<file path="src/sv/vbl_pkg.sv">
// ----------------------------------------------------------------------------
// vbl_pkg
// Shared types and constants for the value to bin range lookup block.
// ----------------------------------------------------------------------------
`default_nettype none

package vbl_pkg;

  localparam int TABLE_ROWS = 256;
  localparam int VALUE_BITS = 32;
  localparam int ROW_BITS   = 8;
  localparam int LIM_BITS   = 9;
  localparam int CFG_BITS   = 3;
  localparam int QUO_BITS   = 32;
  localparam int CNT_BITS   = 5;

  localparam logic [CFG_BITS-1:0] REG_BINNING_MODE    = 3'd0;
  localparam logic [CFG_BITS-1:0] REG_FIRST_BIN_START = 3'd1;
  localparam logic [CFG_BITS-1:0] REG_BIN_WIDTH       = 3'd2;
  localparam logic [CFG_BITS-1:0] REG_ROWS_IN_USE     = 3'd3;
  localparam logic [CFG_BITS-1:0] REG_USE_LOW_BOUND   = 3'd4;
  localparam logic [CFG_BITS-1:0] REG_USE_HIGH_BOUND  = 3'd5;

  localparam logic ACT_LOOKUP = 1'b0;
  localparam logic ACT_WRITE  = 1'b1;

  localparam logic signed [VALUE_BITS-1:0] FIRST_BIN_RESET = -32'sd32768;
  localparam logic [30:0] BIN_WIDTH_RESET = 31'd65536;

  typedef struct packed {
    logic                          action;
    logic [ROW_BITS-1:0]           row_select;
    logic signed [VALUE_BITS-1:0]  row_low;
    logic signed [VALUE_BITS-1:0]  row_high;
    logic signed [VALUE_BITS-1:0]  query_value;
  } item_t;

  typedef struct packed {
    logic                found;
    logic [ROW_BITS-1:0] row_found;
  } result_t;

  typedef struct packed {
    logic                         valid;
    logic signed [VALUE_BITS-1:0] value;
    logic                         use_low;
    logic                         use_high;
    logic [LIM_BITS-1:0]          rows;
    logic                         hit;
    logic [ROW_BITS-1:0]          row;
  } token_t;

  typedef struct packed {
    logic                         en;
    logic [ROW_BITS-1:0]          row;
    logic signed [VALUE_BITS-1:0] low;
    logic signed [VALUE_BITS-1:0] high;
  } bound_wr_t;

endpackage

`default_nettype wire

</file>
<file path="src/sv/vbl_cell.sv">
// ----------------------------------------------------------------------------
// vbl_cell
// One table row: holds its bounds and tests the passing search token.
// ----------------------------------------------------------------------------
`default_nettype none

module vbl_cell import vbl_pkg::*; (
  input  wire logic                clk,
  input  wire logic                rst,
  input  wire logic [ROW_BITS-1:0] idx,
  input  wire bound_wr_t           wr,
  input  wire token_t              tok_in,
  output token_t                   tok_out
);

  logic signed [VALUE_BITS-1:0] low;
  logic signed [VALUE_BITS-1:0] high;
  logic match;

  always_comb begin
    match = tok_in.valid && !tok_in.hit && ({1'b0, idx} < tok_in.rows) &&
            (!tok_in.use_low || (low <= tok_in.value)) &&
            (!tok_in.use_high || (tok_in.value <= high));
  end

  always_ff @(posedge clk) begin
    if (wr.en && wr.row == idx) begin
      low  <= wr.low;
      high <= wr.high;
    end
  end

  always_ff @(posedge clk) begin
    if (rst) begin
      tok_out.valid <= 1'b0;
    end else begin
      tok_out.valid <= tok_in.valid;
    end
    tok_out.value    <= tok_in.value;
    tok_out.use_low  <= tok_in.use_low;
    tok_out.use_high <= tok_in.use_high;
    tok_out.rows     <= tok_in.rows;
    tok_out.hit      <= tok_in.hit || match;
    tok_out.row      <= match ? idx : tok_in.row;
  end

endmodule

`default_nettype wire

</file>
<file path="config.mk">
export PLATFORM = sky130hd
export DESIGN_NAME = vbl_cell
export DESIGN_NICKNAME = d
export VERILOG_FILES = /design/src/sv/vbl_pkg.sv /design/src/sv/vbl_cell.sv
export SDC_FILE = /design/constraint.sdc
export NUM_CORES = 1
export LEC_CHECK = 0
export ABC_AREA = 1
export BUFFER_PORTS_ARGS = -buffer_cell sky130_fd_sc_hd__buf_2
export CAP_MARGIN = 40
export CELL_PAD_IN_SITES_DETAIL_PLACEMENT = 0
export CELL_PAD_IN_SITES_GLOBAL_PLACEMENT = 1
export CORE_MARGIN = 1
export CORE_UTILIZATION = 37
export DETAILED_ROUTE_END_ITERATION = 12
export PLACE_DENSITY_LB_ADDON = 0.1
export SYNTH_ARGS = -nofsm -noshare
export SYNTH_HDL_FRONTEND = slang
export SYNTH_SLANG_ARGS = --single-unit
</file>
<file path="constraint.sdc">
create_clock -name clk -period 12.7 [get_ports clk]
set_input_delay 0.635 -clock clk [delete_from_list [all_inputs] [get_ports clk]]
set_output_delay 0.635 -clock clk [all_outputs]
set_load 0.005 [all_outputs]
</file>
# Word level (Yosys, flattened, before mapping)
# Cells that the tools add are included.
[op_classes]
n_lt_le_gt_ge = 3
eq_ne = 1
n_mux = 1
n_reduce_logical = 11
[ops]
columns = ["cell", "count"]
rows = [
  ["$le A32 B32 Y1", 2],
  ["$lt A8 B9 Y1", 1],
  ["$eq A8 B8 Y1", 1],
  ["$mux W8", 1],
  ["$logic_and A1 B1 Y1", 5],
  ["$logic_not A1 Y1", 3],
  ["$logic_or A1 B1 Y1", 3],
]
[totals]
regBits = 117
input_bits = 136
wordCells = 25

# Logic depth before layout (Yosys ltp)
# Gate-level depths: netlist (run 1).
[depth]
word_depth = 6
depth_mapped = 18

# Least setup slack after synthesis (run 1)
# OpenSTA, ideal clock, no wires.
[synth_timing]
path_type = "input port to flip-flop"
startpoint = "input port wr[69] (netlist name)"
endpoint = "register high[0] (enable)"
arrival_time_ps = 10989
path_slack_ps = 882
cell_stages = 5
path_cell_list = "inv_1 o22ai_1 a221oi_1 nand3_1 a2111oi_0"
[synth_between]
elab_chain_cells = 2
[synth_lines]
columns = ["item", "line", "source"]
rows = [
  ["from (decl)", "vbl_cell.sv:11", "input wire bound_wr_t wr,"],
  ["$eq A8 B8 Y1", "vbl_cell.sv:27", "if (wr.en && wr.row == idx) begin"],
  ["$logic_and A1 B1 Y1", "vbl_cell.sv:27", ""],
  ["to (signal assigned)", "vbl_cell.sv:29", "high <= wr.high;"],
  ["to (decl)", "vbl_cell.sv:17", "logic signed [VALUE_BITS-1:0] high;"],
]
# Every way passes these cells.
# A chain may end at the register's enable or synchronous reset.

# Worst setup path after layout (run 1)
[layout_timing]
startpoint = "input port idx[1]"
endpoint = "register high[0] (enable)"
[layout_between]
elab_chain_cells = 2
[layout_lines]
columns = ["item", "line", "source"]
rows = [
  ["from (decl)", "vbl_cell.sv:10", "input wire logic [ROW_BITS-1:0] idx,"],
  ["$eq A8 B8 Y1", "vbl_cell.sv:27", ""],
  ["$logic_and A1 B1 Y1", "vbl_cell.sv:27", ""],
]
# Every way passes these cells.

==> results of run 1 <==
critical path: cells and delay by family:
family	cells	cell delay (ns)
AO/OA/AOI/OAI	3	0.56
buffers and inverters	3	0.90
AND/OR/NAND/NOR	1	0.16
how the worst min path moves through the flow:
stage                    start             endpoint  cells past startpoint
finish              tok_in[12]  tok_out[12]$_DFF_P_                      1
global route        tok_in[14]  tok_out[14]$_DFF_P_                      1
CTS                 tok_in[12]  tok_out[12]$_DFF_P_                      1
detailed placement  tok_in[14]  tok_out[14]$_DFF_P_                      1
global placement    tok_in[14]  tok_out[14]$_DFF_P_                      1
floorplan           tok_in[10]  tok_out[10]$_DFF_P_                      0
cell type report:
type	count	area, sq um
sequential	117	2980
fill	1288	6540
inverter	92	345
clock buffer	23	500
clock inverter	9	47.5
multi-input combinational	266	1870
timing repair buffer	189	948
tap	176	220
synthesized netlist by cell type, types with 4 or more instances:
cell type	number	area (sq um)
a21oi_1	33	165
dfxtp_1	53	1060
edfxtp_1	64	1920
ha_1	71	888
inv_1	92	345
nand2_1	88	330
nand3_1	5	25.0
nand4_1	12	75.1
nor2_1	19	71.3
o21a_1	4	30.0
o21ai_0	8	40.0
xnor2_1	4	35.0
cell families after synthesis:
| group | share of synthesized area |
|---|---|
| XOR/XNOR | 0.00675 |
| AND/OR/NAND/NOR | 0.122 |
| flip-flops | 0.575 |
| adder cells (fa/ha/maj) | 0.171 |
| buffers and inverters | 0.0665 |
| AO/OA/AOI/OAI | 0.0586 |
metrics by stage:
step	hold WS, ns	utilization
global route	0.316	0.514
floorplan	0.663	-
detailed placement	0.755	0.473
finish	0.326	0.514
CTS	0.322	0.514
global placement	0.753	0.473
power groups by stage:
| stage | logic, uW | registers (uW) | clock network, uW |
|---|---|---|---|
| CTS | 81.1 | 413 | 446 |
| floorplan | 33.8 | 422 | 0 |
| finish | 79.1 | 413 | 435 |
| detailed placement | 80.4 | 420 | 0 |
| global placement | 78.9 | 420 | 0 |
| global route | 91.1 | 413 | 463 |
metal layers:
metal / vias up / share of wire / routed length [um]
met2: 124 / 0.49 / 5410
met5: - / 0 / 0
met3: 8 / 0.076 / 843
met1: 1717 / 0.42 / 4710
li1: 2001 / - / -
met4: 0 / 0.015 / 164
state kept, by name (all words and copies together) (netlist names):
name / count
low: 32
high: 32
tok_out: 53
==> reports/metrics.yaml, run 1 <==
fmax_ghz: 0.443
core-area_sq_mm: 0.0135
stdcell_count: 872
p_switching_uw: 204
finClkSkew_ns: 0.0169
gr-total-overflow: 0
ys.flop_type: "edfxtp_1"
fin_area_sq_mm: 0.00691
areaGrowthSynthToFinish_pct: 33.2
numCtsBuffers: 17
ys_warn_count: 0
grt_pass1_vias: 3875
crit_type: "in -> reg"
fin_tns_setup_ns: 0
cts_sinks: 117
setup_viol: 0
slew_viol_final: 0
pwr-share-clk: 0.469
start_kind: "primary input"
grtUsageMet3: 0.0642
drc: 0
cp_slowest_cell: "buf_4"
grt_max_degree: 65
synthesis.area_sq_mm: 0.00519
power.total_uw: 927
synth-async-reset-ratio: 0
mostFrequentLayoutCells: "buf_2 (188), inv_1 (92), nand2_1 (88)"
ff2ff_path_depth: 12
grt_pass1_wl_um: 17500
synth_cell_types: 27
htreeDepth: 4
cts.clk_slew.worst_paths_ns: 0.05
met1_usage: 0.181
cts-resized-gates: 0
syn-instance-count: 475
drv_cap: 0
vias: 3850
yosysSeqAreaShare: 0.575
n_antenna_cell: 0
worst_r2r_endpoint: "tok_out[7]$_DFF_P_"
combPwrFrac: 0.085
ys_ff_latch: 117
cts_setup_buffers: 0
max_slew_margin: 0.438
r2r_start: "high[13]$_DFFE_PP_"
first_iter_violations: 140
busiest_layer: "met2"
grt_setup_unrepaired: "false"
cts_root_buffer: "clkbuf_16"
port_buffers: 188
final_common_cell: "buf_2"
hold_buffers: 0
final_nets: 890
drive_above_1_share: 0.328
hold_viol_final: 0
antenna_found_initial: 0
cp-endpoint: "high[0]$_DFFE_PP_"
cp_data_required_time_ns: 12.73
die-area_sq_mm: 0.0145
cpPeakStageDelay_ns: 0.71
via_per_inst: 4.42
ir_drop_mv: 0.103
die_h_um: 120
startpoint: "idx[1]"
post-route-period-util: 0.178
cp_cell_sequence: "buf_2 > inv_1 > o22ai_1 > a221oi_1 > nand3_1 > a2111oi_2 > buf_4"
totalWireLength_um: 11100
post_drt_wl_per_cell_um: 12.8
fin_crit_ns: 2.25
endpoint_kind: "flip-flop"
status: "completed"
power.density_mw_per_mm2: 134
ant_nets: 0
die_w_um: 120
layout_setup_ws_ns: 10.45
p_seq_frac: 0.445
swShare: 0.220
tightest_slew_ns: 0.843
firstDrtPassIters: 4
worstPathMaxFanout: 64
ios: 189
dp_worst_setup_slack_ns: 9.97
worst_ep_arrival_time_ns: 2.29
clock_path_buffers: 2
use_met2: 0.273
p_leak_uw: 0.00351
synth_edf_count: 64
clock_latency_ns: 0.42
internal_power_uw: 723
dp_hpwl_um: 8780
syn_area_per_cell_sq_um: 10.9
tritoncts: "yes"
placed_area_sq_mm: 0.00636
rows: 42
start_util: 0.386
r2r_setup_slack_ns: 10.70
hp-class: "in -> reg"
grt.total_usage: 0.163
placed_cells: 840
syn-num-nets: 682
gp_congestion: 0.751
No activity file was read; power rests on OpenSTA's default activity.
==> run 2, diff against run 1 <==
==> constraint.sdc (replaced) <==
create_clock -name clk -period 2.1 [get_ports clk]
set_input_delay 0.105 -clock clk [delete_from_list [all_inputs] [get_ports clk]]
set_output_delay 0.105 -clock clk [all_outputs]
set_load 0.005 [all_outputs]
==> reports/metrics.yaml, run 2 (synthesized netlist as in run 1, its figures left out) <==
status: "completed"
hp-class: "in -> reg"
die_h_um: 120  # unchanged
worst_ep_arrival_time_ns: 2.27  # -0.02 ns
crit_type: "in -> reg"
worstPathMaxFanout: 5  # -92%
totalWireLength_um: 12900  # +16%
seqCellArea_sq_mm: 0.00298  # unchanged
areaGrowthSynthToFinish_pct: 62.5
cts_root_buffer: "clkbuf_16"
dp_hpwl_um: 8940  # +1.8%
finClkSkew_ns: 0.00767  # -0.00920 ns
internal_power_uw: 4680  # +550%
post_drt_wl_per_cell_um: 12.9  # +0.78%
p_leak_uw: 0.00408  # +16%
htreeDepth: 4  # unchanged
via_per_inst: 4.35  # -1.5%
final_common_cell: "buf_2"
grt.total_usage: 0.185  # +0.0222
largest_reg_flops: 53  # unchanged
p_seq_frac: 0.414  # -0.031
gp_congestion: 0.759  # +1.1%
vias: 4361  # +13%
regMostFlops: "tok_out"
fin_crit_ns: 1.96
tightest_slew_ns: 0.365  # -0.478 ns
endpoint_kind: "flip-flop"
combPwrFrac: 0.118  # +0.033
setup_viol: 0  # unchanged
firstDrtPassIters: 4  # unchanged
grt_max_degree: 65  # unchanged
top_regs: "tok_out (53), high (32), low (32)"
gr-total-overflow: 0  # unchanged
pwr-share-clk: 0.468  # about the same
clock_path_buffers: 2  # unchanged
power.density_mw_per_mm2: 715  # +430%
mostFrequentLayoutCells: "buf_2 (187), dlygate4sd3_1 (125), inv_1 (89)"
clock_latency_ns: 0.42  # about the same
multiInputGateArea_sq_mm: 0.00205  # +10%
drc: 0  # unchanged
worst_hold_slack_ns: 0.0243  # -0.302 ns
core-area_sq_mm: 0.0135  # unchanged
die_w_um: 120  # unchanged
ant_nets: 0  # unchanged
n_antenna_cell: 0  # unchanged
slew_viol_final: 0  # unchanged
tritoncts: "yes"
rows: 42  # unchanged
grt_pass1_wl_um: 20100  # +15%
grt_pass1_vias: 4443  # +15%
fmax_ghz: 0.511
drive_above_1_share: 0.326  # -0.00110
final_nets: 1021  # +15%
start_kind: "primary input"
ios: 189  # unchanged
antenna_found_initial: 0  # unchanged
numCtsBuffers: 17  # unchanged
fillCellCount: 1119  # -13%
cp_data_required_time_ns: 2.41  # -10.32 ns
hold_viol_final: 0  # unchanged
die-area_sq_mm: 0.0145  # unchanged
p_switching_uw: 1350  # +560%
start_util: 0.386  # unchanged
cts.clk_slew.worst_paths_ns: 0.05  # about the same
drv_cap: 0  # unchanged
post-route-period-util: 0.932
cts_sinks: 117  # unchanged
max_slew_margin: 0.756  # +0.318
port_buffers: 188  # unchanged
swShare: 0.224  # +0.00327
ir_drop_mv: 0.531  # +410%
first_iter_violations: 106  # -24%
power.total_uw: 6030  # +550%
==> run 2: cell types whose count changed in the layout (fill, tap and decap cells not counted), moves of 5 or more <==
cell / before / now
dlygate4sd3_1: 0 / 125
nand2_1: 88 / 81
nand2_2: 3 / 10
a21oi_1: 33 / 27
a21oi_2: 0 / 6
nor2_1: 19 / 13
nand3_2: 0 / 5
nor2_2: 2 / 7
==> run 2: metal layers <==
metal,vias up,track usage,part of all wire
met5,-,0,0
met4,0,0.0841,0.016
met3,17,0.0571,0.065
met2,126,0.326,0.50
met1,1946,0.202,0.42
li1,2272,-,-
==> run 2: timing repair <==
action                                 CTS  global route
setup endpoints to repair                0             9
endpoints found under the hold margin  117             0
buffers inserted                         0             2
hold buffers                           125             0
gates resized for setup                  0            34
==> run 2: through the flow <==
| stage | util | instance area, sq um | cells | TNS [ns] | setup WS (ns) |
|---|---|---|---|---|---|
| global route | 0.627 | 8430 | 1003 | -0.119 | -0.0319 |
| detailed placement | 0.477 | 6420 | 841 | 0 | 0.101 |
| finish | 0.627 | 8430 | 1003 | 0 | 0.142 |
| global placement | 0.477 | 6420 | 841 | 0 | 0.146 |
| floorplan | - | 5230 | 475 | -65.36 | -1.02 |
| CTS | 0.614 | 8260 | 998 | 0 | 0.0948 |
==> run 2: power groups by stage <==
stage	combinational [uW]	clock, uW	sequential (uW)
after floorplan	212	0	2550
after global placement	488	0	2540
after detailed placement	499	0	2540
after CTS	681	2900	2500
after global routing	798	3000	2500
final	710	2820	2500
==> run 2: final timing paths <==
check	from	to	slack [ns]	cells after the start
worst max-delay path	tok_in[51]	tok_out[2]$_DFF_P_	0.14	15
worst min-delay path	idx[6]	tok_out[6]$_DFF_P_	0.02	3
worst max register to register	low[31]$_DFFE_PP_	tok_out[2]$_DFF_P_	0.15	12
worst min register to register	high[31]$_DFFE_PP_	tok_out[3]$_DFF_P_	0.99	6
==> run 2: critical path, cell delays in order <==
cell and delay (ns):
dlygate4sd3_1 0.54, buf_4 0.14, inv_1 0.07, ha_4 0.27, nand2_2 0.07, nor2_4 0.10, and2_4 0.15, and3_4 0.18
nand2_2 0.07, nand2_1 0.07, nand2_2 0.09, nand3_4 0.14, nand3_2 0.14, nand2_1 0.09, nand2_1 0.05
==> run 2: cell type report <==
cell class,count,share of cell area
Sequential cell,117,0.354
Timing Repair Buffer,317,0.265
Multi-Input combinational cell,269,0.244
Clock buffer,20,0.0542
Inverter,92,0.0415
Tap cell,176,0.0261
Clock inverter,12,0.0154
==> run 3, diff against run 2 <==
--- a/config.mk
+++ b/config.mk
@@ -5,13 +5,12 @@
 export SDC_FILE = /design/constraint.sdc
 export NUM_CORES = 1
 export LEC_CHECK = 0
-export ABC_AREA = 1
 export BUFFER_PORTS_ARGS = -buffer_cell sky130_fd_sc_hd__buf_2
 export CAP_MARGIN = 40
 export CELL_PAD_IN_SITES_DETAIL_PLACEMENT = 0
 export CELL_PAD_IN_SITES_GLOBAL_PLACEMENT = 1
 export CORE_MARGIN = 1
-export CORE_UTILIZATION = 37
+export CORE_UTILIZATION = 38
 export DETAILED_ROUTE_END_ITERATION = 12
 export PLACE_DENSITY_LB_ADDON = 0.1
 export SYNTH_ARGS = -nofsm -noshare
==> reports/metrics.yaml, run 3 <==
max_slew_margin: 0.686  # -0.0702
final_nets: 960  # -6.0%
synth_area_leaders: "edfxtp_1 (38%), dfxtp_1 (21%), ha_1 (18%)"
regMostFlops: "tok_out"
crit_type: "reg -> reg"
vias: 4213  # -3.4%
power.density_mw_per_mm2: 711  # -0.59%
slew_viol_final: 0  # unchanged
fin_util: 0.673  # +0.0458
drive_above_1_share: 0.379  # +0.0521
cp_slowest_cell: "nor4_4"
dp_worst_setup_slack_ns: -0.746  # -0.848 ns
ys.flop_type: "edfxtp_1"
drv_cap: 0  # unchanged
mostFrequentLayoutCells: "buf_2 (188), dlygate4sd3_1 (123), inv_1 (70)"
yosysTopAreaCellShare: 0.384  # +0.0141
top_regs: "tok_out (53), high (32), low (32)"
setup_viol: 9  # +9
ant_nets: 0  # unchanged
gr-total-overflow: 0  # unchanged
crit_family: "compound AO/OA/AOI/OAI gates"
antenna_found_initial: 0  # unchanged
yosysSeqAreaShare: 0.597  # +0.0219
final_common_cell: "buf_2"
largest_reg_flops: 53  # unchanged
pwr-share-clk: 0.466  # -0.002
totalWireLength_um: 13000  # +0.55%
syn_area_per_cell_sq_um: 12.7  # +16%
syn-num-nets: 601  # -12%
cts.clk_slew.worst_paths_ns: 0.05  # about the same
rows: 41  # -2.4%
r2r_setup_slack_ns: -0.65  # -0.80 ns
grt_pass1_wl_um: 19500  # -2.9%
hp-start: "idx[2]"
ys_ff_latch: 117  # unchanged
r2r_start: "high[14]$_DFFE_PP_"
yosys-top-cells-count: "inv_1 (74), ha_1 (71), edfxtp_1 (64)"
worst_hold_slack_ns: 0.0321  # +0.00784 ns
clock_path_buffers: 2  # unchanged
clock_latency_ns: 0.42  # about the same
tritoncts: "yes"
grt_setup_unrepaired: "true"
cp_data_required_time_ns: 2.41  # about the same
p_switching_uw: 1290  # -4.1%
hp-class: "in -> reg"
swShare: 0.213  # -0.0111
fin_crit_ns: 2.75  # +0.791 ns
post_drt_wl_per_cell_um: 13.8  # +7.4%
ys_warn_count: 0  # unchanged
grt_max_degree: 41  # -37%
cts_sinks: 117  # unchanged
die-area_sq_mm: 0.0136  # -6.1%
syn-instance-count: 394  # -17%
post-route-period-util: 1.31  # +0.377
synth-async-reset-ratio: 0  # unchanged
p_leak_uw: 0.00398  # -2.4%
dp_hpwl_um: 8780  # -1.7%
start_kind: "flip-flop"
cp_num_buf_inv: 3  # unchanged
via_per_inst: 4.49  # +3.2%
synthesis.area_sq_mm: 0.00500  # -3.7%
hold_viol_final: 0  # unchanged
combPwrFrac: 0.124  # +0.006
cp_cell_sequence: "inv_2 > ha_4 > nand4_1 > nor4_4 > a2111oi_4 > o221ai_2 > xnor2_2 > a221oi_4 > buf_6 > buf_12 > mux2_4"
layout_setup_ws_ns: -0.649  # -0.791 ns
first_iter_violations: 129  # +22%
finClkSkew_ns: 0.00964  # +0.00196 ns
core-area_sq_mm: 0.0127  # -5.4%
port_buffers: 188  # unchanged
tightest_slew_ns: 0.466  # +0.102 ns
startpoint: "high[14]$_DFFE_PP_"
ir_drop_mv: 0.531  # about the same
worstPathMaxFanout: 5  # unchanged
drc: 0  # unchanged
die_h_um: 117  # -3.1%
internal_power_uw: 4790  # +2.3%
grt.total_usage: 0.198  # +0.0136
gp_congestion: 0.754  # -0.58%
firstDrtPassIters: 4  # unchanged
p_seq_frac: 0.410  # -0.004
fmax_ghz: 0.364  # -29%
grt_pass1_vias: 4224  # -4.9%
die_w_um: 117  # -3.1%
synth_edf_count: 64  # unchanged
worst_ep_arrival_time_ns: 3.06  # +0.79 ns
yosysMostFrequentCell: "inv_1"
synth_cell_types: 36  # +33%
start_util: 0.393  # +0.00721
status: "finished with violations"
ios: 189  # unchanged
areaGrowthSynthToFinish_pct: 71.1
htreeDepth: 4  # unchanged
numCtsBuffers: 17  # unchanged
endpoint_kind: "flip-flop"
cts_root_buffer: "clkbuf_16"
violations: "setup timing"
yosysTopAreaCell: "edfxtp_1"
cpPeakStageDelay_ns: 0.43  # -0.11 ns
[run 3: metrics by stage]
stage	TNS, ns	instance area [sq um]	instances	total power [uW]
4_1_cts	-5.75	8470	937	6120
3_5_place_dp	-6.61	6470	780	3060
2_1_floorplan	-4.11	5100	394	2760
3_3_place_gp	-5.72	6470	780	3050
5_1_grt	-6.64	8550	938	6320
6_report	-5.57	8560	939	6080
[run 3: repair_timing]
item                                    CTS  global route
pin swaps                                14             8
endpoints found under the setup margin    9             9
gates cloned                              1             0
resized for setup                        22            12
endpoints found under the hold margin   117             0
hold buffers                            123             0
buffers inserted                          1             1
[run 3: metal layers]
layer | vias to the layer above | routed length (um) | global-route usage
met1 | 1944 | 5110 | 0.208
li1 | 2128 | - | -
met2 | 122 | 6970 | 0.362
met4 | 0 | 275 | 0.0954
met5 | - | 0 | 0
met3 | 19 | 621 | 0.0586
[run 3: cell type report]
class,count,area [sq um]
Fill cell,1009,4170
Clock inverter,11,134
Sequential cell,117,2980
Tap cell,172,215
Antenna cell,1,2.50
Inverter,74,278
Timing Repair Buffer,340,2440
Clock buffer,21,440
Multi-Input combinational cell,203,2070
[run 3: tightest hold or removal path: cells and delay by family]
family / cells / cell delay [ns]
mux: 1 / 0.12
buf+inv: 2 / 0.19
[run 3: kinds of logic after synthesis]
| family | count (synthesis) | synth area share |
|---|---|---|
| buf+inv | 74 | 0.0556 |
| mux | 8 | 0.0180 |
| fa+ha+maj | 71 | 0.178 |
| xor+xnor | 10 | 0.0175 |
| compound gates | 58 | 0.0758 |
| flops | 117 | 0.597 |
| simple gates | 56 | 0.0588 |
[run 3: power groups by stage]
stage	Sequential [uW]	Clock, uW	Combinational, uW
3_3_place_gp	2540	0	510
4_1_cts	2500	2880	739
3_5_place_dp	2540	0	518
6_report	2500	2830	754
5_1_grt	2500	2990	833
2_1_floorplan	2550	0	205
[run 3: worst paths after layout]
path / end / cells past startpoint
worst max-delay path: tok_out[7]$_DFF_P_ / 11
worst min-delay path: tok_out[2]$_DFF_P_ / 3
worst max register to register: tok_out[7]$_DFF_P_ / 11
worst min register to register: tok_out[8]$_DFF_P_ / 7
